===== src/rstat_pkg.sv =====
`default_nettype none
// ----------------------------------------------------------------------------
// Running statistics table package
// Beat types, operation codes and fixed field widths used by the front end, back end, top and testbench.
// ----------------------------------------------------------------------------
package rstat_pkg;

  localparam int unsigned CountOutW  = 21;
  localparam int unsigned MeanOutW   = 24;
  localparam int unsigned VarOutW    = 39;
  localparam int unsigned RootOutW   = 24;
  localparam int unsigned SampleOutW = 16;

  typedef enum logic [1:0] {
    OP_ACCUMULATE = 2'd0,
    OP_CLEAR      = 2'd1,
    OP_REPORT     = 2'd2,
    OP_RESERVED   = 2'd3
  } op_e;

  typedef struct packed {
    logic [1:0]         op;
    logic [3:0]         slot;
    logic signed [15:0] sample;
  } item_t;

  typedef struct packed {
    logic [20:0]        sample_count;
    logic signed [23:0] mean_q8;
    logic [38:0]        variance_q8;
    logic [23:0]        stddev_q8;
    logic [38:0]        mean_variance_q8;
    logic [23:0]        mean_stddev_q8;
    logic signed [15:0] minimum;
    logic signed [15:0] maximum;
    logic               empty_res;
    logic               saturated;
  } result_t;

endpackage
`default_nettype wire


===== src/rstat_front.sv =====
`default_nettype none
// ----------------------------------------------------------------------------
// Running statistics front end
// Accepts command beats, drops those that do nothing, squares the sample
// and queues the rest for the back end.
// ----------------------------------------------------------------------------
module rstat_front #(
  parameter int unsigned NUM_SLOTS   = 16,
  parameter int unsigned SAMPLE_BITS = 16
) (
  input  wire logic              clk_i,
  input  wire logic              rst_ni,
  input  wire logic              start_i,
  input  wire rstat_pkg::item_t  item_i,
  output logic                   busy_o,
  output logic                   head_valid_o,
  output rstat_pkg::item_t       head_item_o,
  output logic [2*SAMPLE_BITS-1:0] head_square_o,
  input  wire logic              pop_i
);

  localparam int unsigned SB    = SAMPLE_BITS;
  localparam int unsigned QD    = 4;
  localparam int unsigned PtrW  = 2;

  rstat_pkg::item_t       item_mem_q [QD];
  logic [2*SB-1:0]        sq_mem_q   [QD];
  logic [PtrW-1:0]        wr_ptr_q, rd_ptr_q;
  logic [PtrW:0]          cnt_q;
  logic                   accept, useful, push;
  logic signed [SB-1:0]   smp;
  logic [SB-1:0]          mag;

  assign busy_o  = cnt_q == (PtrW+1)'(QD);
  assign accept  = start_i && !busy_o;
  // Reserved codes and slots past the table end have no effect at all.
  assign useful  = (item_i.op != rstat_pkg::OP_RESERVED) &&
                   (32'(item_i.slot) < NUM_SLOTS);
  assign push    = accept && useful;

  assign smp = SB'(item_i.sample);
  assign mag = smp[SB-1] ? SB'(-smp) : SB'(smp);

  always_ff @(posedge clk_i or negedge rst_ni) begin
    if (!rst_ni) begin
      wr_ptr_q <= '0;
      rd_ptr_q <= '0;
      cnt_q    <= '0;
    end else begin
      if (push) wr_ptr_q <= wr_ptr_q + 1'b1;
      if (pop_i) rd_ptr_q <= rd_ptr_q + 1'b1;
      if (push && !pop_i) begin
        cnt_q <= cnt_q + 1'b1;
      end else if (pop_i && !push) begin
        cnt_q <= cnt_q - 1'b1;
      end
    end
  end

  always_ff @(posedge clk_i) begin
    if (push) begin
      item_mem_q[wr_ptr_q] <= item_i;
      sq_mem_q[wr_ptr_q]   <= mag * mag;
    end
  end

  assign head_valid_o  = cnt_q != '0;
  assign head_item_o   = item_mem_q[rd_ptr_q];
  assign head_square_o = sq_mem_q[rd_ptr_q];

  a_pop_nonempty : assert property (@(posedge clk_i) disable iff (!rst_ni)
    pop_i |-> head_valid_o) else $error("queue popped while empty");
  a_cnt_bound : assert property (@(posedge clk_i) disable iff (!rst_ni)
    cnt_q <= (PtrW+1)'(QD)) else $error("queue count overflow");
  a_full_blocks : assert property (@(posedge clk_i) disable iff (!rst_ni)
    (busy_o && !pop_i) |=> busy_o) else $error("full queue lost an entry");

endmodule
`default_nettype wire


===== config.mk =====
export PLATFORM = sky130hd
export DESIGN_NAME = rstat_front
export DESIGN_NICKNAME = d
export VERILOG_FILES = /design/src/rstat_pkg.sv /design/src/rstat_front.sv
export SDC_FILE = /design/constraint.sdc
export NUM_CORES = 1
export LEC_CHECK = 0
export BUFFER_PORTS_ARGS = -buffer_cell sky130_fd_sc_hd__buf_2
export CAP_MARGIN = 30
export CORE_ASPECT_RATIO = 1.25
export CORE_MARGIN = 2
export CORE_UTILIZATION = 30
export DETAILED_ROUTE_END_ITERATION = 10
export GPL_ROUTABILITY_DRIVEN = 0
export HOLD_SLACK_MARGIN = 0.05
export PLACE_DENSITY_LB_ADDON = 0.2
export SKIP_LAST_GASP = 1
export SLEW_MARGIN = 25
export SYNTH_ARGS = -nofsm -noshare
export SYNTH_HDL_FRONTEND = slang
export SYNTH_SLANG_ARGS = --single-unit

===== constraint.sdc =====
create_clock -name clk_i -period 3.5 [get_ports clk_i]
set_input_delay 0.525 -clock clk_i [delete_from_list [all_inputs] [get_ports clk_i]]
set_output_delay 0.525 -clock clk_i [all_outputs]
set_load 0.005 [all_outputs]

## Word-level counts from Yosys, hierarchy flattened

Memory sizes are Yosys's and may differ from the RTL's.
Index checks and enable logic that the tools add are counted.

- Logic and storage cells: 27
- Memories kept: 2
- ROM bits: 0
- Latch bits: 0
- Input port bits: 26
- Output and inout bits: 56
- Bits in registers: 7
- Memory bits (writable): 216

- $lt $le $gt $ge: 0
- Equal/unequal tests: 2
- Muxes and demuxes: 5
- Reduce and logical (&&, ||, !) cells: 9
- Shift-type cells: 0
- Div/mod/pow operators: 0
- $mul: 1
- $add $sub $neg: 5
- Bitwise operators: 0

Memory list:

| name | words | width | rd ports | clocked after memory_dff | write ports | RTL line | source |
|---|---|---|---|---|---|---|---|
| sq_mem_q | 4 | 32 | 1 | 0 | 1 | rstat_front.sv:27 | `logic [2*SB-1:0] sq_mem_q [QD];` |
| item_mem_q | 4 | 22 | 1 | 0 | 1 | rstat_front.sv:26 | `rstat_pkg::item_t item_mem_q [QD];` |

Operators with widths:

| cell | number |
|---|---|
| multiplier 16 x 16 -> 32 bit | 1 |
| two-way mux 16 bit | 1 |
| negation 16 bit | 1 |
| two-way mux 3 bit | 2 |
| adder 2 x 1 -> 2 bit (second input constant) | 2 |
| logical AND 1 bit | 4 |
| adder 3 x 1 -> 3 bit (second input constant) | 1 |
| equality test 3 bit (second input constant) | 1 |
| logical NOT 1 bit | 3 |
| nonzero test 3 bit | 1 |
| subtractor 3 x 1 -> 3 bit (second input constant) | 1 |
| two-way mux 1 bit | 2 |
| inequality test 2 bit (second input constant) | 1 |
| nonzero test 2 bit | 1 |

## Longest topological paths before layout

Gate-level depths: netlist of the first run.

- Depth in word-level cells: 8
- Mapped depth: 31
- Gate-level depth less buffers: 28

## Worst setup path before layout of the first run

No wires, ideal clock.

- Kind: input-to-reg
- From: input item_i[0] (netlist bit)
- To: memory sq_mem_q[0][29] (netlist bit) (data pin)
- Slack: -4.041 ns
- Stages on the path: 28
- Setup time: 0.283 ns
- Arrival: 7.258 ns
- Path buffers: 2
- Required time: 3.217 ns
- Path through: inv_1 clkbuf_1 ha_1 nand2b_1 or3_1 o31ai_1 xnor2_1 inv_1 nor2_1 fa_1 inv_1 fa_1 inv_1 fa_1 fa_1 fa_1 inv_1 fa_1 inv_1 ha_1 clkbuf_1 nand3_1 inv_1 nand3_1 o211ai_1 nand4_1 a311oi_1 xor2_1

- Cells in the longest elaborated chain, start to end: 3

RTL lines:

| item | RTL line | source |
|---|---|---|
| start: declaration | rstat_front.sv:14 | `input wire rstat_pkg::item_t item_i,` |
| negation 16 bit | rstat_front.sv:42 | `assign mag = smp[SB-1] ? SB'(-smp) : SB'(smp);` |
| two-way mux 16 bit (*) | rstat_front.sv:42 |  |
| multiplier 16 x 16 -> 32 bit (*) | rstat_front.sv:63 | `sq_mem_q[wr_ptr_q] <= mag * mag;` |
| end: declaration | rstat_front.sv:27 |  |

Every way passes the cells marked *; elsewhere a longest branch is shown, timed or not.

## Final worst setup path of the first run

- From: input item_i[6] (netlist bit)
- To: memory sq_mem_q[3][29] (netlist bit) (data pin)

The elaborated chain is that of the path after synthesis.

==> flow_metrics.env, run 1 <==
export IMPL_rsz0062_at_grt="true"
export IMPL_worst_slew_pin_slew_ns=0.535
export IMPL_stdcell_count=2173
export IMPL_final_antenna_net_count=0
export IMPL_required_ns=3.81
export IMPL_timing_final_ws_setup_ns=-3.34
export IMPL_yosys_top_cells_area="edfxtp_1 41%, fa_1 21%, ha_1 8.4%, mux4_2 7.7%, inv_1 5.3%"
export IMPL_antenna_found_initial=2
export IMPL_vias=9848
export IMPL_maxSlewViolCount=0
export IMPL_hp_class="input port to register"
export IMPL_max_cap_violations=0
export IMPL_area_delta_synth_final_pct=35.5
export IMPL_startpoint_type="input port"
export IMPL_die_h_um=256
export IMPL_rows=92
export IMPL_failed_checks="setup timing"
export IMPL_syn_inst=1153
export IMPL_setup_worst_path_start="item_i[6]"
export IMPL_overflow=0
export IMPL_nNetsFinal=1790
export IMPL_synth_area_um2=15200
export IMPL_wl_per_cell_um=17.5
export IMPL_grt_pass1_vias=11300
export IMPL_slew_headroom_pct=64.4
export IMPL_route_detailed_drc=0
export IMPL_reg2reg_slack_ns=1.35
export IMPL_worstReg2RegStart="cnt_q[2]$_DFFE_PN0P_"
export IMPL_fin_crit_ns=6.84
export IMPL_grt_pass1_wl_um=61700
export IMPL_synth_top_area_cell="edfxtp_1"
export IMPL_port_buffers=80
export IMPL_drive_above_1_share_pct=42.2
export IMPL_grt_usage_pct=15.2
export IMPL_timing_fmax_mhz=146
export IMPL_synthArstFlopShare_pct=3.26
export IMPL_worstPathArrival_ns=7.15
export IMPL_crit_path_end="sq_mem_q[3][29]$_DFFE_PP_"
export IMPL_cts_htree_levels=1
export IMPL_cts_tree="yes"
export IMPL_routed_wl_um=38100
export IMPL_ys_flop_type="edfxtp_1"
export IMPL_top_level_ports=82
export IMPL_cts_sink_count=215
export IMPL_finish_utilization_pct=41.0
export IMPL_routed_via_density=4.53
export IMPL_ys_seq_area_share_pct=42.3
export IMPL_yosys_area_top_type_share_pct=41.1
export IMPL_coreArea_um2=50200
export IMPL_synth_edff_count=208
export IMPL_multi_input_area_um2=9170
export IMPL_final_seq_area_um2=6430
export IMPL_ys_ff_latch=215
export IMPL_start_util_pct=30.3
export IMPL_numCtsBuffers=21
export IMPL_worstRegToRegCells=8
export IMPL_setup_violations_final=108
export IMPL_cts_buffer_depth=3
export IMPL_ctsRootBufferMaster="clkbuf_16"
export IMPL_dieArea_um2=52500
export IMPL_post_place_cells=2109
export IMPL_yosys_warnings=0
export IMPL_path_class="input port to register"
export IMPL_r2r_end="cnt_q[2]$_DFFE_PN0P_"
export IMPL_cp_max_fo=6
export IMPL_outcome="finished with violations"
export IMPL_syn_area_per_cell_um2=13.2
export IMPL_die_w_um=205
export IMPL_path_clk_slew_ns=0.07
export IMPL_post_route_period_util_pct=196
export IMPL_finalClockSkew_ns=0.0188
export IMPL_worstSetupEndpointType="register"
export IMPL_clkLatencyLatePin_ns=0.52
export IMPL_grt_max_degree=33
export IMPL_hold_viol=0
export IMPL_synth_common_cells="215 x inv_1, 208 x edfxtp_1, 163 x fa_1, 102 x ha_1, 95 x nand2_1"
export IMPL_dp_hpwl_um=29500
export IMPL_drtIter0Drc=341
export IMPL_tns_ns=-295.29
export IMPL_fillCellCount=4757
export IMPL_worst_hold_slack_ns=0.205
export IMPL_drt_pass1_iter_count=4
export IMPL_yosysUniqueCellTypes=60
export IMPL_synth_most_common_cell="inv_1"
## metrics by stage
step                      instance area [um^2]  worst slack [ns]
after floorplan                          15700             -3.51
after global placement                   18600             -4.27
after detailed placement                 18600             -4.32
after CTS                                20000             -3.37
after global routing                     20600             -3.60
final                                    20600             -3.34
## per-layer routing
layer	up-vias	share of wire, %	GRT usage [%]
met4	0	2.5	4.66
met3	50	2.1	1.15
met5	-	0	0
li1	4556	-	-
met2	122	56	28.7
met1	5120	40	18.2
## cells in the final DEF, fill, tap and decap left out, drive strengths merged, types with 4 or more instances in the layout
master / netlist / routed
a21o: 10 / 10
inv: 218 / 219
o211ai: 4 / 4
a211oi: 5 / 5
xor2: 25 / 25
nor2: 65 / 65
nand2b: 4 / 4
clkinv: 2 / 6
nand3: 7 / 7
o21ai: 21 / 21
nor3: 7 / 7
nor2b: 5 / 5
edfxtp: 208 / 208
nand2: 96 / 96
fa: 163 / 163
conb: 2 / 12
a21oi: 28 / 28
clkbuf: 31 / 29
ha: 102 / 102
mux4: 52 / 52
dfrtp: 7 / 7
and3: 4 / 4
and2: 4 / 4
buf: 5 / 348
xnor2: 31 / 31
or3: 6 / 6
nand4: 7 / 7
o31ai: 6 / 6
## sequential cells by signal, indices dropped and copies added (netlist names)
| signal | cells |
|---|---|
| cnt_q | 3 |
| wr_ptr_q | 2 |
| rd_ptr_q | 2 |
| sq_mem_q | 120 |
| item_mem_q | 88 |
## how the worst min path moves through the flow
stage | start | to | slack (ns) | cells after the start
6_report | item_i[0] | item_mem_q[1][0]$_DFFE_PP_ | 0.20 | 1
5_1_grt | item_i[0] | item_mem_q[1][0]$_DFFE_PP_ | 0.18 | 1
4_1_cts | item_i[0] | item_mem_q[1][0]$_DFFE_PP_ | 0.19 | 1
3_5_place_dp | rst_ni | cnt_q[2]$_DFFE_PN0P_ | 0.37 | 1
3_3_place_gp | rst_ni | cnt_q[2]$_DFFE_PN0P_ | 0.37 | 1
2_1_floorplan | rst_ni | cnt_q[0]$_DFFE_PN0P_ | 0.23 | 0
## worst max-delay path: stages
cell and delay, ns:
buf_6 0.09, or4_4 0.56, or3_4 0.40, o31ai_4 0.32, xnor2_4 0.20, buf_6 0.19, nand2_4 0.06, fa_2 0.50
fa_1 0.58, fa_1 0.45, fa_1 0.58, fa_1 0.45, fa_1 0.53, inv_2 0.05, ha_4 0.26, buf_6 0.10
nand4_1 0.15, nor2_1 0.15, nand2_1 0.07, o211ai_1 0.07, buf_4 0.15, nand4_1 0.12, a311oi_2 0.29, xor2_2 0.30
## timing repair
action                                 in CTS  in global routing
pin swaps                                  75                 56
buffers inserted                           18                 24
gates resized for setup                   132                 85
endpoints found under the hold margin       7                  0
setup endpoints to repair                 108                108
hold buffers                                1                  0
## cell families after synthesis
family	after synthesis	share of synthesized area, %
flops	215	42.3
other cells	2	0.0494
xor+xnor	56	3.40
buf+inv	256	6.39
mux	53	7.78
compound gates	91	3.91
simple gates	215	6.34
fa+ha+maj	265	29.9
## area by class of cell
cell class,instances,area share [%]
multi-input combinational,692,44.5
inverter,220,4.08
clock inverter,9,0.510
clock buffer,29,2.89
sequential,215,31.2
tap,658,4.00
antenna,1,0.0121
timing repair buffer,349,12.8
Power of run 1 is left out: the tool's default activity adds up to more than one toggle a clock period on the data nets, which glitch-free logic cannot reach.
==> inputs of run 2 (changes only) <==
--- a/config.mk
+++ b/config.mk
@@ -12,6 +12,7 @@
 export CORE_UTILIZATION = 30
 export DETAILED_ROUTE_END_ITERATION = 10
 export GPL_ROUTABILITY_DRIVEN = 0
+export GPL_TIMING_DRIVEN = 0
 export HOLD_SLACK_MARGIN = 0.05
 export PLACE_DENSITY_LB_ADDON = 0.2
 export SKIP_LAST_GASP = 1
==> flow_metrics.env, run 2 (same netlist as run 1, synthesis figures left out) <==
export IMPL_outcome="finished with violations"
export IMPL_failed_checks="setup timing"
export IMPL_grt_usage_pct=14.8
export IMPL_timing_final_ws_setup_ns=-3.55
export IMPL_ctsRootBufferMaster="clkbuf_16"
export IMPL_routed_via_density=4.59
export IMPL_routed_wl_um=37000
export IMPL_setup_worst_path_start="item_i[3]"
export IMPL_path_class="input port to register"
export IMPL_nNetsFinal=1654
export IMPL_path_buf_inv=5
export IMPL_fillCellCount=4821
export IMPL_finalClockSkew_ns=0.00852
export IMPL_worstPathArrival_ns=7.31
export IMPL_drtIter0Drc=321
export IMPL_required_ns=3.76
export IMPL_timing_fmax_mhz=142
export IMPL_die_h_um=256
export IMPL_slew_headroom_pct=38.5
export IMPL_cp_max_fo=7
export IMPL_crit_path_end="sq_mem_q[3][29]$_DFFE_PP_"
export IMPL_diodes=0
export IMPL_largest_reg_flops=120
export IMPL_dieArea_um2=52500
export IMPL_holdPathStages=1
export IMPL_wl_per_cell_um=18.2
export IMPL_biggestRegsByFlops="sq_mem_q (120), item_mem_q (88), cnt_q (3)"
export IMPL_clkLatencyLatePin_ns=0.52
export IMPL_final_antenna_net_count=0
export IMPL_top_register="sq_mem_q"
export IMPL_path_cells="buf_12, or4_4, or3_4, o41ai_4, xor2_4, buf_6, inv_8, nand2_2, fa_1, inv_2, fa_1, fa_2, fa_1, fa_1, fa_1, ha_4, nand4_1, nor2_1, nand2_1, o211ai_1, buf_4, nand4_1, a311oi_2, xor2_2"
export IMPL_fin_crit_ns=7.05
export IMPL_antenna_found_initial=0
export IMPL_worstRegToRegCells=8
export IMPL_drive_above_1_share_pct=33.3
export IMPL_drt_pass1_iter_count=4
export IMPL_hp_class="input port to register"
export IMPL_grt_pass1_vias=10700
export IMPL_route_detailed_drc=0
export IMPL_die_w_um=205
export IMPL_post_route_period_util_pct=202
export IMPL_port_buffers=80
export IMPL_r2r_end="cnt_q[2]$_DFFE_PN0P_"
export IMPL_worstReg2RegStart="cnt_q[2]$_DFFE_PN0P_"
export IMPL_cts_buffer_depth=3
export IMPL_reg2reg_slack_ns=1.30
export IMPL_met3_usage_pct=1.34
export IMPL_area_delta_synth_final_pct=27.6
export IMPL_critical_path_max_stage_delay_ns=0.58
export IMPL_grt_max_degree=31
export IMPL_grt_busiest_layer="met2"
export IMPL_setup_violations_final=114
export IMPL_worst_path_most_repeated_cell="fa_1"
export IMPL_layout_common_cells="208 x edfxtp_1, 201 x inv_1, 149 x fa_1, 84 x ha_1, 80 x buf_4"
export IMPL_worstSetupEndpointType="register"
export IMPL_crit_family="adder cells"
export IMPL_slowest_stage="fa_2"
export IMPL_overflow=0
export IMPL_cts_htree_levels=1
export IMPL_post_place_ws_ns=-5.06
export IMPL_start_util_pct=30.3
export IMPL_globalRouteMet2Util_pct=27.1
export IMPL_top_level_ports=82
export IMPL_maxSlewViolCount=0
export IMPL_hold_viol=0
export IMPL_grt_pass1_wl_um=59700
export IMPL_cts_sink_count=215
export IMPL_startpoint_type="input port"
export IMPL_cts_tree="yes"
export IMPL_rsz0062_at_grt="true"
export IMPL_max_cap_violations=0
export IMPL_use_met1_pct=17.8
export IMPL_crit_cells=24
export IMPL_rows=92
export IMPL_worst_slew_pin_slew_ns=0.922
export IMPL_dp_hpwl_um=27500
export IMPL_numCtsBuffers=22
export IMPL_vias=9340
export IMPL_path_clk_slew_ns=0.06
export IMPL_coreArea_um2=50200
export IMPL_layout_commonest_cell="edfxtp_1"
## run 2: changes by cell type in the layout (fill, tap and decap cells not counted), moves of 10 or more
cell / delta
buf_6: -13
inv_2: -13
inv_1: +10
buf_4: -151
clkbuf_1: +14
## run 2: metrics by stage
stage	TNS, ns	util, %	cell area (um^2)	hold WS [ns]	cells
global route	-330.09	38.6	19400	0.194	2037
CTS	-316.02	37.7	18900	0.186	2012
finish	-303.65	38.6	19400	0.208	2037
floorplan	-300.95	-	15700	0.229	1163
detailed placement	-435.62	33.9	17000	0.375	1908
global placement	-556.03	33.6	16900	0.367	1901
## run 2: how the worst min path moves through the flow
| stage | from | endpoint | slack [ns] |
|---|---|---|---|
| 2_1_floorplan | rst_ni | cnt_q[0]$_DFFE_PN0P_ | 0.23 |
| 3_3_place_gp | rst_ni | cnt_q[2]$_DFFE_PN0P_ | 0.37 |
| 3_5_place_dp | rst_ni | cnt_q[0]$_DFFE_PN0P_ | 0.37 |
| 4_1_cts | item_i[16] | item_mem_q[0][16]$_DFFE_PP_ | 0.19 |
| 5_1_grt | item_i[6] | item_mem_q[2][6]$_DFFE_PP_ | 0.19 |
| 6_report | item_i[6] | item_mem_q[2][6]$_DFFE_PP_ | 0.21 |
## run 2: metal layers
metal | up-vias | wire [um]
met5 | - | 0
met4 | 0 | 1360
met3 | 56 | 1060
met2 | 154 | 19800
met1 | 4844 | 14900
li1 | 4286 | -
## run 2: final cells by class
type	instances	area, um^2	area share (%)
repair buffers	180	1330	6.84
flip-flops and latches	215	6420	33.1
plain buffers	31	250	1.29
clock inverters	12	131	0.678
multi-input cells	693	9000	46.4
inverters	220	858	4.43
well taps	658	823	4.25
clock buffers	28	573	2.96
## run 2: what timing repair did
item                                    4_1_cts  5_1_grt
endpoints found under the setup margin      152      137
gates resized for setup                     136       66
hold buffers                                  1        0
cloned                                        2        0
pin swaps                                    56       51
buffers inserted                             66       25
endpoints found under the hold margin         7        0
Power of run 2 is left out for the same reason.
